[src/hdl/ttl_pkg.sv]
// Shared types, constants and helper functions for the template tag lexer.
package ttl_pkg;

  // Trailing-whitespace buffer sizing
  localparam int SPACE_DEPTH = 8;
  localparam int CNT_W       = $clog2(SPACE_DEPTH + 1);
  localparam int IDX_W       = (SPACE_DEPTH > 1) ? $clog2(SPACE_DEPTH) : 1;

  // Delimiter characters
  localparam logic [7:0] CHR_LBRACE = 8'h7B;
  localparam logic [7:0] CHR_RBRACE = 8'h7D;
  localparam logic [7:0] CHR_PCT    = 8'h25;
  localparam logic [7:0] CHR_HASH   = 8'h23;

  // Token kinds
  localparam logic [1:0] KIND_TEXT  = 2'd0;
  localparam logic [1:0] KIND_VAR   = 2'd1;
  localparam logic [1:0] KIND_BLOCK = 2'd2;

  // Lexer mode; odd codes mean a held opening brace or closing character
  typedef enum logic [2:0] {
    M_TEXT          = 3'd0,
    M_TEXT_BRACE    = 3'd1,
    M_VAR           = 3'd2,
    M_VAR_CLOSE     = 3'd3,
    M_BLOCK         = 3'd4,
    M_BLOCK_CLOSE   = 3'd5,
    M_COMMENT       = 3'd6,
    M_COMMENT_CLOSE = 3'd7
  } mode_t;

  // Datapath operations
  typedef enum logic [2:0] {
    OP_NONE      = 3'd0,
    OP_TEXT_CHAR = 3'd1,
    OP_TEXT_END  = 3'd2,
    OP_TAG_CHAR  = 3'd3,
    OP_END_TAG   = 3'd4,
    OP_FIN       = 3'd5
  } op_t;

  // Operand character select
  typedef enum logic [1:0] {
    SEL_IN     = 2'd0,
    SEL_LBRACE = 2'd1,
    SEL_CLOSER = 2'd2
  } chsel_t;

  // Controller states
  typedef enum logic [2:0] {
    S_IDLE = 3'd0,
    S_M1   = 3'd1,
    S_M2   = 3'd2,
    S_E1   = 3'd3,
    S_E2   = 3'd4,
    S_FIN  = 3'd5
  } ctl_state_t;

  // Controller to datapath
  typedef struct packed {
    logic   load;
    op_t    op;
    chsel_t sel;
    logic   mode_wr;
    mode_t  mode_val;
  } cmd_t;

  // Datapath to controller
  typedef struct packed {
    mode_t mode;
    logic  c_lbrace;
    logic  c_pct;
    logic  c_hash;
    logic  c_rbrace;
    logic  c_closer;
    logic  eot;
    logic  op_done;
  } stat_t;

  // One result
  typedef struct packed {
    logic [1:0] kind;
    logic       has;
    logic [7:0] ch;
    logic       tend;
    logic       ovf;
    logic       done;
  } res_t;

  function automatic logic is_space(input logic [7:0] c);
    return (c == 8'h20) || ((c >= 8'h09) && (c <= 8'h0D));
  endfunction

  function automatic logic [7:0] closer_of(input mode_t base);
    logic [7:0] r;
    case (base)
      M_VAR:   r = CHR_RBRACE;
      M_BLOCK: r = CHR_PCT;
      default: r = CHR_HASH;
    endcase
    return r;
  endfunction

endpackage

[src/hdl/ttl_ctrl.sv]
// Sequencer that walks each input byte through its operation slots.
module ttl_ctrl import ttl_pkg::*; (
  input  logic  clk,
  input  logic  rst_n,
  input  logic  in_tvalid,
  output logic  in_tready,
  input  stat_t st,
  output cmd_t  cmd
);

  ctl_state_t state_r, state_nxt;
  ctl_state_t after;

  // State register
  always_ff @(posedge clk) begin
    if (!rst_n) begin
      state_r <= S_IDLE;
    end else begin
      state_r <= state_nxt;
    end
  end

  // Next state and commands
  always_comb begin
    cmd       = '0;
    cmd.op    = OP_NONE;
    cmd.sel   = SEL_IN;
    cmd.mode_val = M_TEXT;
    in_tready = 1'b0;
    after     = state_r;
    state_nxt = state_r;
    case (state_r)
      S_IDLE: begin
        in_tready = 1'b1;
        cmd.load  = in_tvalid;
        after     = S_M1;
      end
      // first slot, driven by the mode at the start of the byte
      S_M1: begin
        after = S_E1;
        if (st.mode == M_TEXT) begin
          if (st.c_lbrace) begin
            cmd.mode_wr  = 1'b1;
            cmd.mode_val = M_TEXT_BRACE;
          end else begin
            cmd.op = OP_TEXT_CHAR;
          end
        end else if (st.mode == M_TEXT_BRACE) begin
          if (st.c_lbrace || st.c_pct || st.c_hash) begin
            cmd.op       = OP_TEXT_END;
            cmd.mode_wr  = 1'b1;
            cmd.mode_val = st.c_lbrace ? M_VAR : (st.c_pct ? M_BLOCK : M_COMMENT);
          end else begin
            cmd.op  = OP_TEXT_CHAR;
            cmd.sel = SEL_LBRACE;
            after   = S_M2;
          end
        end else if (!st.mode[0]) begin
          if (st.c_closer) begin
            cmd.mode_wr  = 1'b1;
            cmd.mode_val = mode_t'({st.mode[2:1], 1'b1});
          end else begin
            cmd.op = OP_TAG_CHAR;
          end
        end else begin
          if (st.c_rbrace) begin
            cmd.op       = OP_END_TAG;
            cmd.mode_wr  = 1'b1;
            cmd.mode_val = M_TEXT;
          end else begin
            cmd.op  = OP_TAG_CHAR;
            cmd.sel = SEL_CLOSER;
            after   = st.c_closer ? S_E1 : S_M2;
          end
        end
      end
      // second slot: the byte itself after a released brace or closer
      S_M2: begin
        after       = S_E1;
        cmd.mode_wr = 1'b1;
        if (st.mode == M_TEXT_BRACE) begin
          cmd.op       = OP_TEXT_CHAR;
          cmd.mode_val = M_TEXT;
        end else begin
          cmd.op       = OP_TAG_CHAR;
          cmd.mode_val = mode_t'({st.mode[2:1], 1'b0});
        end
      end
      // end of text: close whatever is open
      S_E1: begin
        after = S_FIN;
        if (st.eot) begin
          if (st.mode == M_TEXT_BRACE) begin
            cmd.op       = OP_TEXT_CHAR;
            cmd.sel      = SEL_LBRACE;
            cmd.mode_wr  = 1'b1;
            cmd.mode_val = M_TEXT;
            after        = S_E2;
          end else if (st.mode == M_TEXT) begin
            cmd.op = OP_TEXT_END;
          end else if (!st.mode[0]) begin
            cmd.op       = OP_END_TAG;
            cmd.mode_wr  = 1'b1;
            cmd.mode_val = M_TEXT;
          end else begin
            cmd.op  = OP_TAG_CHAR;
            cmd.sel = SEL_CLOSER;
            after   = S_E2;
          end
        end
      end
      S_E2: begin
        after = S_FIN;
        if (st.mode == M_TEXT) begin
          cmd.op = OP_TEXT_END;
        end else begin
          cmd.op       = OP_END_TAG;
          cmd.mode_wr  = 1'b1;
          cmd.mode_val = M_TEXT;
        end
      end
      S_FIN: begin
        cmd.op = OP_FIN;
        after  = S_IDLE;
      end
      default: begin
        after = S_IDLE;
      end
    endcase
    if (state_r == S_IDLE) begin
      if (in_tvalid) begin
        state_nxt = after;
      end
    end else if (st.op_done) begin
      state_nxt = after;
    end
  end

endmodule

[src/hdl/ttl_datapath.sv]
// Lexer state, whitespace buffer, result staging and output register.
module ttl_datapath import ttl_pkg::*; (
  input  logic        clk,
  input  logic        rst_n,
  input  logic [7:0]  in_tdata,   // [7:0] char_byte
  input  logic        in_tlast,   // end_of_text
  input  cmd_t        cmd,
  output stat_t       st,
  output logic        out_tvalid,
  input  logic        out_tready,
  output logic [15:0] out_tdata,  // [7:0] out_char, [8] text_done, [15:9] zero
  output logic [3:0]  out_tuser,  // [1:0] token_kind, [2] has_char, [3] space_overflow
  output logic        out_tlast   // token_end
);

  mode_t            mode_r, mode_nxt;
  logic             nonempty_r, nonempty_nxt;
  logic             started_r, started_nxt;
  logic [CNT_W-1:0] cnt_r, cnt_nxt;
  logic [CNT_W-1:0] ptr_r, ptr_nxt;
  logic [7:0]       pend_r [SPACE_DEPTH];
  logic [7:0]       ch_r;
  logic             eot_r;
  logic             stg_v_r, stg_v_nxt;
  res_t             stg_r, stg_nxt;
  logic             out_v_r, out_v_nxt;
  res_t             out_r, out_nxt;

  logic             out_free, emit_ok, emit, done, sp, is_cmt, reset_lex;
  logic             pend_we;
  logic [7:0]       opch;
  logic [1:0]       kind;
  mode_t            base;
  res_t             eres;

  assign base     = mode_t'({mode_r[2:1], 1'b0});
  assign kind     = (base == M_VAR) ? KIND_VAR : KIND_BLOCK;
  assign is_cmt   = (base == M_COMMENT);
  assign out_free = !out_v_r || out_tready;
  assign emit_ok  = !stg_v_r || out_free;

  // Operand character
  always_comb begin
    case (cmd.sel)
      SEL_LBRACE: opch = CHR_LBRACE;
      SEL_CLOSER: opch = closer_of(base);
      default:    opch = ch_r;
    endcase
  end
  assign sp = is_space(opch);

  // Status toward the controller
  assign st.mode     = mode_r;
  assign st.c_lbrace = (ch_r == CHR_LBRACE);
  assign st.c_pct    = (ch_r == CHR_PCT);
  assign st.c_hash   = (ch_r == CHR_HASH);
  assign st.c_rbrace = (ch_r == CHR_RBRACE);
  assign st.c_closer = (ch_r == closer_of(base));
  assign st.eot      = eot_r;
  assign st.op_done  = done;

  // Operation execution
  always_comb begin
    nonempty_nxt = nonempty_r;
    started_nxt  = started_r;
    cnt_nxt      = cnt_r;
    ptr_nxt      = ptr_r;
    stg_v_nxt    = stg_v_r;
    stg_nxt      = stg_r;
    out_v_nxt    = out_v_r && !out_tready;
    out_nxt      = out_r;
    emit         = 1'b0;
    eres         = '0;
    done         = 1'b0;
    pend_we      = 1'b0;
    reset_lex    = 1'b0;
    case (cmd.op)
      OP_TEXT_CHAR: begin
        if (emit_ok) begin
          emit         = 1'b1;
          eres.kind    = KIND_TEXT;
          eres.has     = 1'b1;
          eres.ch      = opch;
          nonempty_nxt = 1'b1;
          done         = 1'b1;
        end
      end
      OP_TEXT_END: begin
        if (!nonempty_r || emit_ok) begin
          emit         = nonempty_r;
          eres.kind    = KIND_TEXT;
          eres.tend    = 1'b1;
          nonempty_nxt = 1'b0;
          started_nxt  = 1'b0;
          cnt_nxt      = '0;
          ptr_nxt      = '0;
          done         = 1'b1;
        end
      end
      OP_TAG_CHAR: begin
        if (is_cmt) begin
          done = 1'b1;
        end else if (sp) begin
          if (!started_r) begin
            done = 1'b1;
          end else if (cnt_r < CNT_W'(SPACE_DEPTH)) begin
            pend_we = 1'b1;
            cnt_nxt = cnt_r + CNT_W'(1);
            done    = 1'b1;
          end else if (emit_ok) begin
            // buffer full: drop the space, flag it
            emit      = 1'b1;
            eres.kind = kind;
            eres.ovf  = 1'b1;
            done      = 1'b1;
          end
        end else if (ptr_r < cnt_r) begin
          // flush held whitespace one byte per cycle while results can move on (emit_ok)
          if (emit_ok) begin
            emit      = 1'b1;
            eres.kind = kind;
            eres.has  = 1'b1;
            eres.ch   = pend_r[ptr_r[IDX_W-1:0]];
            ptr_nxt   = ptr_r + CNT_W'(1);
          end
        end else if (emit_ok) begin
          emit        = 1'b1;
          eres.kind   = kind;
          eres.has    = 1'b1;
          eres.ch     = opch;
          started_nxt = 1'b1;
          cnt_nxt     = '0;
          ptr_nxt     = '0;
          done        = 1'b1;
        end
      end
      OP_END_TAG: begin
        if (is_cmt || emit_ok) begin
          emit        = !is_cmt;
          eres.kind   = kind;
          eres.tend   = 1'b1;
          started_nxt = 1'b0;
          cnt_nxt     = '0;
          ptr_nxt     = '0;
          done        = 1'b1;
        end
      end
      OP_FIN: begin
        // release the staged result, marking the last one of the text
        if (stg_v_r) begin
          if (out_free) begin
            out_v_nxt    = 1'b1;
            out_nxt      = stg_r;
            out_nxt.done = eot_r;
            stg_v_nxt    = 1'b0;
            done         = 1'b1;
          end
        end else if (eot_r) begin
          if (out_free) begin
            out_v_nxt    = 1'b1;
            out_nxt      = '0;
            out_nxt.done = 1'b1;
            done         = 1'b1;
          end
        end else begin
          done = 1'b1;
        end
        reset_lex = done && eot_r;
      end
      default: begin
        done = 1'b1;
      end
    endcase

    // staging: a new result pushes the previous one out
    if (emit) begin
      if (stg_v_r) begin
        out_v_nxt    = 1'b1;
        out_nxt      = stg_r;
        out_nxt.done = 1'b0;
      end
      stg_v_nxt = 1'b1;
      stg_nxt   = eres;
    end

    mode_nxt = (done && cmd.mode_wr) ? cmd.mode_val : mode_r;
    if (reset_lex) begin
      mode_nxt     = M_TEXT;
      nonempty_nxt = 1'b0;
      started_nxt  = 1'b0;
      cnt_nxt      = '0;
      ptr_nxt      = '0;
    end
  end

  // Control registers
  always_ff @(posedge clk) begin
    if (!rst_n) begin
      mode_r     <= M_TEXT;
      nonempty_r <= 1'b0;
      started_r  <= 1'b0;
      cnt_r      <= '0;
      ptr_r      <= '0;
      stg_v_r    <= 1'b0;
      out_v_r    <= 1'b0;
    end else begin
      mode_r     <= mode_nxt;
      nonempty_r <= nonempty_nxt;
      started_r  <= started_nxt;
      cnt_r      <= cnt_nxt;
      ptr_r      <= ptr_nxt;
      stg_v_r    <= stg_v_nxt;
      out_v_r    <= out_v_nxt;
    end
  end

  // Payload registers
  always_ff @(posedge clk) begin
    stg_r <= stg_nxt;
    out_r <= out_nxt;
    if (cmd.load) begin
      ch_r  <= in_tdata;
      eot_r <= in_tlast;
    end
    if (pend_we) begin
      pend_r[cnt_r[IDX_W-1:0]] <= opch;
    end
  end

  assign out_tvalid = out_v_r;
  assign out_tdata  = {7'd0, out_r.done, out_r.ch};
  assign out_tuser  = {out_r.ovf, out_r.has, out_r.kind};
  assign out_tlast  = out_r.tend;

  // Checks
  a_cnt_bound: assert property (@(posedge clk) disable iff (!rst_n)
    cnt_r <= CNT_W'(SPACE_DEPTH))
    else $error("whitespace count beyond buffer depth");

  a_ptr_bound: assert property (@(posedge clk) disable iff (!rst_n)
    ptr_r <= cnt_r)
    else $error("flush pointer past held whitespace");

  a_fin_reset: assert property (@(posedge clk) disable iff (!rst_n)
    (cmd.op == OP_FIN) && done && eot_r |=> (mode_r == M_TEXT) && (cnt_r == '0) && !stg_v_r)
    else $error("lexer state not cleared after end of text");

  a_out_shape: assert property (@(posedge clk) disable iff (!rst_n)
    out_v_r |-> !(out_r.has && (out_r.tend || out_r.ovf)))
    else $error("character result carries a marker flag");

endmodule

[src/hdl/template_tag_lexer_core.sv]
// Top level of the template tag lexer: sequencer plus datapath.
// Each byte passes through accept, byte slot, end-of-text slot and release, plus any extra
//   slot and one flush step per held whitespace byte.
// Throughput: one byte at a time; the next byte is taken once the release slot ends.
// Results pass through a staging register and an output register, so the final
//   result of a step is known before it is shown.
// Reset (rst_n low, synchronous): text mode, whitespace buffer empty, no results held.
module template_tag_lexer_core import ttl_pkg::*; (
  input  logic        clk,
  input  logic        rst_n,
  input  logic        in_tvalid,
  output logic        in_tready,
  input  logic [7:0]  in_tdata,   // [7:0] char_byte
  input  logic        in_tlast,   // end_of_text
  output logic        out_tvalid,
  input  logic        out_tready,
  output logic [15:0] out_tdata,  // [7:0] out_char, [8] text_done, [15:9] zero
  output logic [3:0]  out_tuser,  // [1:0] token_kind, [2] has_char, [3] space_overflow
  output logic        out_tlast   // token_end
);

  cmd_t  cmd;
  stat_t st;

  ttl_ctrl u_ctrl (
    .clk       (clk),
    .rst_n     (rst_n),
    .in_tvalid (in_tvalid),
    .in_tready (in_tready),
    .st        (st),
    .cmd       (cmd)
  );

  ttl_datapath u_dp (
    .clk        (clk),
    .rst_n      (rst_n),
    .in_tdata   (in_tdata),
    .in_tlast   (in_tlast),
    .cmd        (cmd),
    .st         (st),
    .out_tvalid (out_tvalid),
    .out_tready (out_tready),
    .out_tdata  (out_tdata),
    .out_tuser  (out_tuser),
    .out_tlast  (out_tlast)
  );

endmodule
[config.mk]
export PLATFORM = sky130hd
export DESIGN_NAME = template_tag_lexer_core
export DESIGN_NICKNAME = d
export VERILOG_FILES = /design/src/hdl/ttl_pkg.sv /design/src/hdl/ttl_ctrl.sv /design/src/hdl/ttl_datapath.sv /design/src/hdl/template_tag_lexer_core.sv
export SDC_FILE = /design/constraint.sdc
export NUM_CORES = 1
export LEC_CHECK = 0
export ABC_CLOCK_PERIOD_IN_PS = 4500
export BUFFER_PORTS_ARGS = -buffer_cell sky130_fd_sc_hd__buf_2
export CORE_MARGIN = 1.5
export CORE_UTILIZATION = 45
export DETAILED_ROUTE_END_ITERATION = 7
export SYNTH_ARGS = -nofsm -noshare
export SYNTH_HDL_FRONTEND = slang
export SYNTH_SLANG_ARGS = --single-unit
[constraint.sdc]
create_clock -name clk -period 4.5 [get_ports clk]
set_clock_uncertainty 0.15 [all_clocks]
set_input_delay 0.45 -clock clk [delete_from_list [all_inputs] [get_ports clk]]
set_output_delay 0.45 -clock clk [all_outputs]
set_load 0.05 [all_outputs]
==> qor.csv <==
stage;metric;value;unit
yosys;number of synthesized flops with an enable pin;86;
setup_path;Reg2Reg Depth;13;
clock_tree;Clock Sinks;121;
final_layout;most common cell after layout, fill and taps aside;edfxtp_1;
grt;first-pass GRT wire length;21960;um
setup_path;delay-heaviest family, CP;simple AND/OR/NAND/NOR gates;
setup_path;cell count along the critical path;13;
pwr;Lkg Pwr;0.002620;uW
drt;DRC Markers;0;
setup_path;CP Class;flop to flop;
yosys;post-synthesis area per instance;12.32;um^2
setup_path;Setup crit end kind;flop;
floorplan;# IOs;36;
placed_design;GP Congestion;0.8561;
setup_path;critical path peak fanout;8;
floorplan;die area;14060;um^2
setup_path;slowest stage delay, CP;490;ps
grt;GR peak layer;met2;
status;status;completed;
grt;GRT Util Overall;20.49;%
grt;M2 GR Usage;32.01;%
placed_design;DP Wirelength;9557;um
final_layout;Final Util;54.38;%
clock_tree;clock buffer depth;2;
clock_tree;H-tree depth;4;
setup_path;Req. time, crit path;4460;ps
clock_tree;TritonCTS clock tree;done;
drt;via count;4269;
floorplan;starting density of the core;45.76;%
yosys;dominant synthesized flop cell;edfxtp_1;
drt;DRT Pass-1 Iters;5;
timing;Tightest Pin Transition;1136;ps
final_layout;most frequent cells in the layout;edfxtp_1 (86), dfxtp_1 (35), nand2_1 (33);
timing;final setup vio count;0;
clock_tree;CTS buffer count;17;
yosys;Synth Instances;488;
clock_tree;Worst-path clk slew;60;ps
timing;post-route minimum period;4273;ps
placed_design;I/O Buffers;28;
final_layout;ANT cells;0;
setup_path;critical path's slowest cell;nor4b_1;
drt;drt total wl;13700;um
pwr;maximum vdd drop;279.6;uV
clock_tree;Clk Latency, worst-skew pair;410;ps
yosys;ys async rst share;0;%
final_layout;final net count;563;
drt;drt via density;5.848;
drt;Post-DRT Antenna Nets;0;
timing;FMAX;234.0;MHz
yosys;leading post-synthesis cells by cell area;edfxtp_1 (43%), dfxtp_1 (12%), mux4_2 (6.0%);
timing;setup_tns;0;ps
grt;met1 Use GR;27.82;%
yosys;Synth cell types;84;
run;MaxCap Viol Count;0;
grt;met3 Track Usage GR;4.826;%
final_layout;FF+latch area;3283;um^2
setup_path;buffers and inverters on the worst path;1;
yosys;Cell Area, Synth;6012;um^2
final_layout;multi-input logic area;2546;um^2
floorplan;height of the die;118.6;um
setup_path;CP most frequent cell;or3_4;
final_layout;area delta synth->final;18.83;%
floorplan;FP Rows;42;
min_path;hold path cells;1;
drt;wire length per cell;18.77;um
final_layout;layout cells sized above 1;24.19;%
grt;largest net degree at the start of global routing;21;
drt;Iteration-0 DRC Markers;338;
grt;initial antenna violation count;0;
yosys;largest area contributor in the netlist;edfxtp_1;
timing;Worst slew margin;24.13;%
timing;unrepaired setup endpoints after global routing;false;
yosys;share of the synthesized area in the top cell type;42.96;%
yosys;synthesis-stage register bit count;121;
yosys;Syn. warnings;0;
final_layout;Filler cells;1131;
floorplan;core area;13140;um^2
setup_path;crit path DAT;4230;ps
setup_path;Worst setup SP type;flop;
floorplan;width of the die;118.6;um
min_path;min-delay worst type;primary input to flop;
grt;gr ovfl total;0;
grt;vias in the first global route;4033;
timing;period utilisation layout;94.96;%
setup_path;worst-path cell chain;or3_4, or3_4, and2_4, o211ai_1, ha_1, nor2b_1, inv_1, nor4b_1, mux2i_1, o21ai_0, nor3_1, nand2_1, o22ai_1;
clock_tree;Clock Root Buffer;clkbuf_16;
yosys;sequential share of the synthesized area;54.61;%
timing;final max-slew violation count;0;
timing;final hold violations;0;
pwr;power density cells;620.5;nW/um^2
-- area by class of cell --
class	count	area share [%]
Clock buffer	17	5.954
Clock inverter	15	2.750
Sequential cell	121	45.95
Tap cell	176	3.082
Timing Repair Buffer	59	5.569
Multi-Input combinational cell	322	35.64
Inverter	20	1.051
-- sequential cells by signal, indices dropped and copies added (netlist names), 4 cells and up, named ones only --
register and flops:
u_dp.out_tuser 4, u_dp.ptr_r 4, u_dp.stg_r 13, u_dp.pend_r 64
u_dp.out_tdata 9, u_dp.cnt_r 4, u_dp.ch_r 8
-- per-layer routing --
layer  part of all wire (%)  wire length (um)  vias to the layer above
met5                      0                 0                        -
met4                    1.4               197                        0
met3                    6.1               840                       16
li1                       -                 -                     2008
met2                     47              6434                      134
met1                     45              6228                     2111
-- through the flow --
| stage | area, um^2 | power (uW) | cells | hold WS (ps) | setup slack, ps |
|---|---|---|---|---|---|
| 2_1_floorplan | 6045 | 2651 | 494 | 304.5 | 111.6 |
| 3_3_place_gp | 6474 | 2981 | 697 | 327.6 | 246.9 |
| 3_5_place_dp | 6474 | 3003 | 697 | 342.7 | 189.2 |
| 4_1_cts | 7096 | 4424 | 729 | 48.24 | 132.9 |
| 5_1_grt | 7144 | 4652 | 730 | 54.92 | 24.62 |
| 6_report | 7144 | 4433 | 730 | 68.18 | 227.0 |
-- logic make-up (layout without fill, tap and decap cells) --
group                    after synthesis  in the layout  synth area share (%)
multiplexers                          29             29                 8.179
flip-flops                           121            121                 54.61
AND/OR/NAND/NOR                      140            140                 13.01
buffers and inverters                 51            111                 4.058
adder cells (fa/ha/maj)                9              9                 1.873
AO/OA/AOI/OAI                        134            134                 17.77
XOR/XNOR                               3              3                0.4371
other                                  1              7               0.06238
-- worst paths after layout --
path                     startpoint                 to  slack (ps)
setup / recovery       u_dp.ch_r[3]      u_dp.stg_r[3]         230
hold / removal          in_tdata[6]       u_dp.ch_r[6]          70
setup reg to reg       u_dp.ch_r[3]      u_dp.stg_r[3]         230
hold reg to reg   u_dp.out_tdata[8]  u_dp.out_tdata[8]         360
-- report_power, final --
group | total, uW | switching [uW] | internal (uW)
sequential | 1580 | 153 | 1430
clock | 1420 | 490 | 926
combinational | 1430 | 860 | 574
-- synthesized netlist by cell type, drive strengths merged (2+ instances only) --
| library cell | count |
|---|---|
| or2 | 2 |
| o32ai | 2 |
| and2 | 7 |
| a211o | 4 |
| nor3b | 4 |
| o211ai | 6 |
| nor4 | 4 |
| nand3 | 12 |
| nand3b | 2 |
| a31oi | 5 |
| a22oi | 2 |
| or3 | 3 |
| nand4 | 6 |
| nand2 | 33 |
| a211oi | 4 |
| edfxtp | 86 |
| o21a | 3 |
| dfxtp | 35 |
| clkbuf | 14 |
| o211a | 4 |
| a21o | 17 |
| a21oi | 21 |
| mux2i | 12 |
| ha | 9 |
| xnor2 | 3 |
| nand2b | 10 |
| nor2 | 23 |
| o21bai | 2 |
| and3b | 2 |
| nor3 | 14 |
| mux4 | 16 |
| o32a | 2 |
| o221a | 13 |
| o22ai | 10 |
| inv | 20 |
| buf | 17 |
| and3 | 2 |
| a21boi | 2 |
| nor4bb | 2 |
| o21ai | 17 |
| nor2b | 9 |
| a2111oi | 3 |
-- repair_timing --
item | CTS | global route
setup endpoints to repair | 0 | 91
endpoints found under the hold margin | 0 | 0
gates resized for setup | 0 | 6
hold buffers | 0 | 0
setup buffers | 0 | 1
Power figures use the tool's default switching activity.
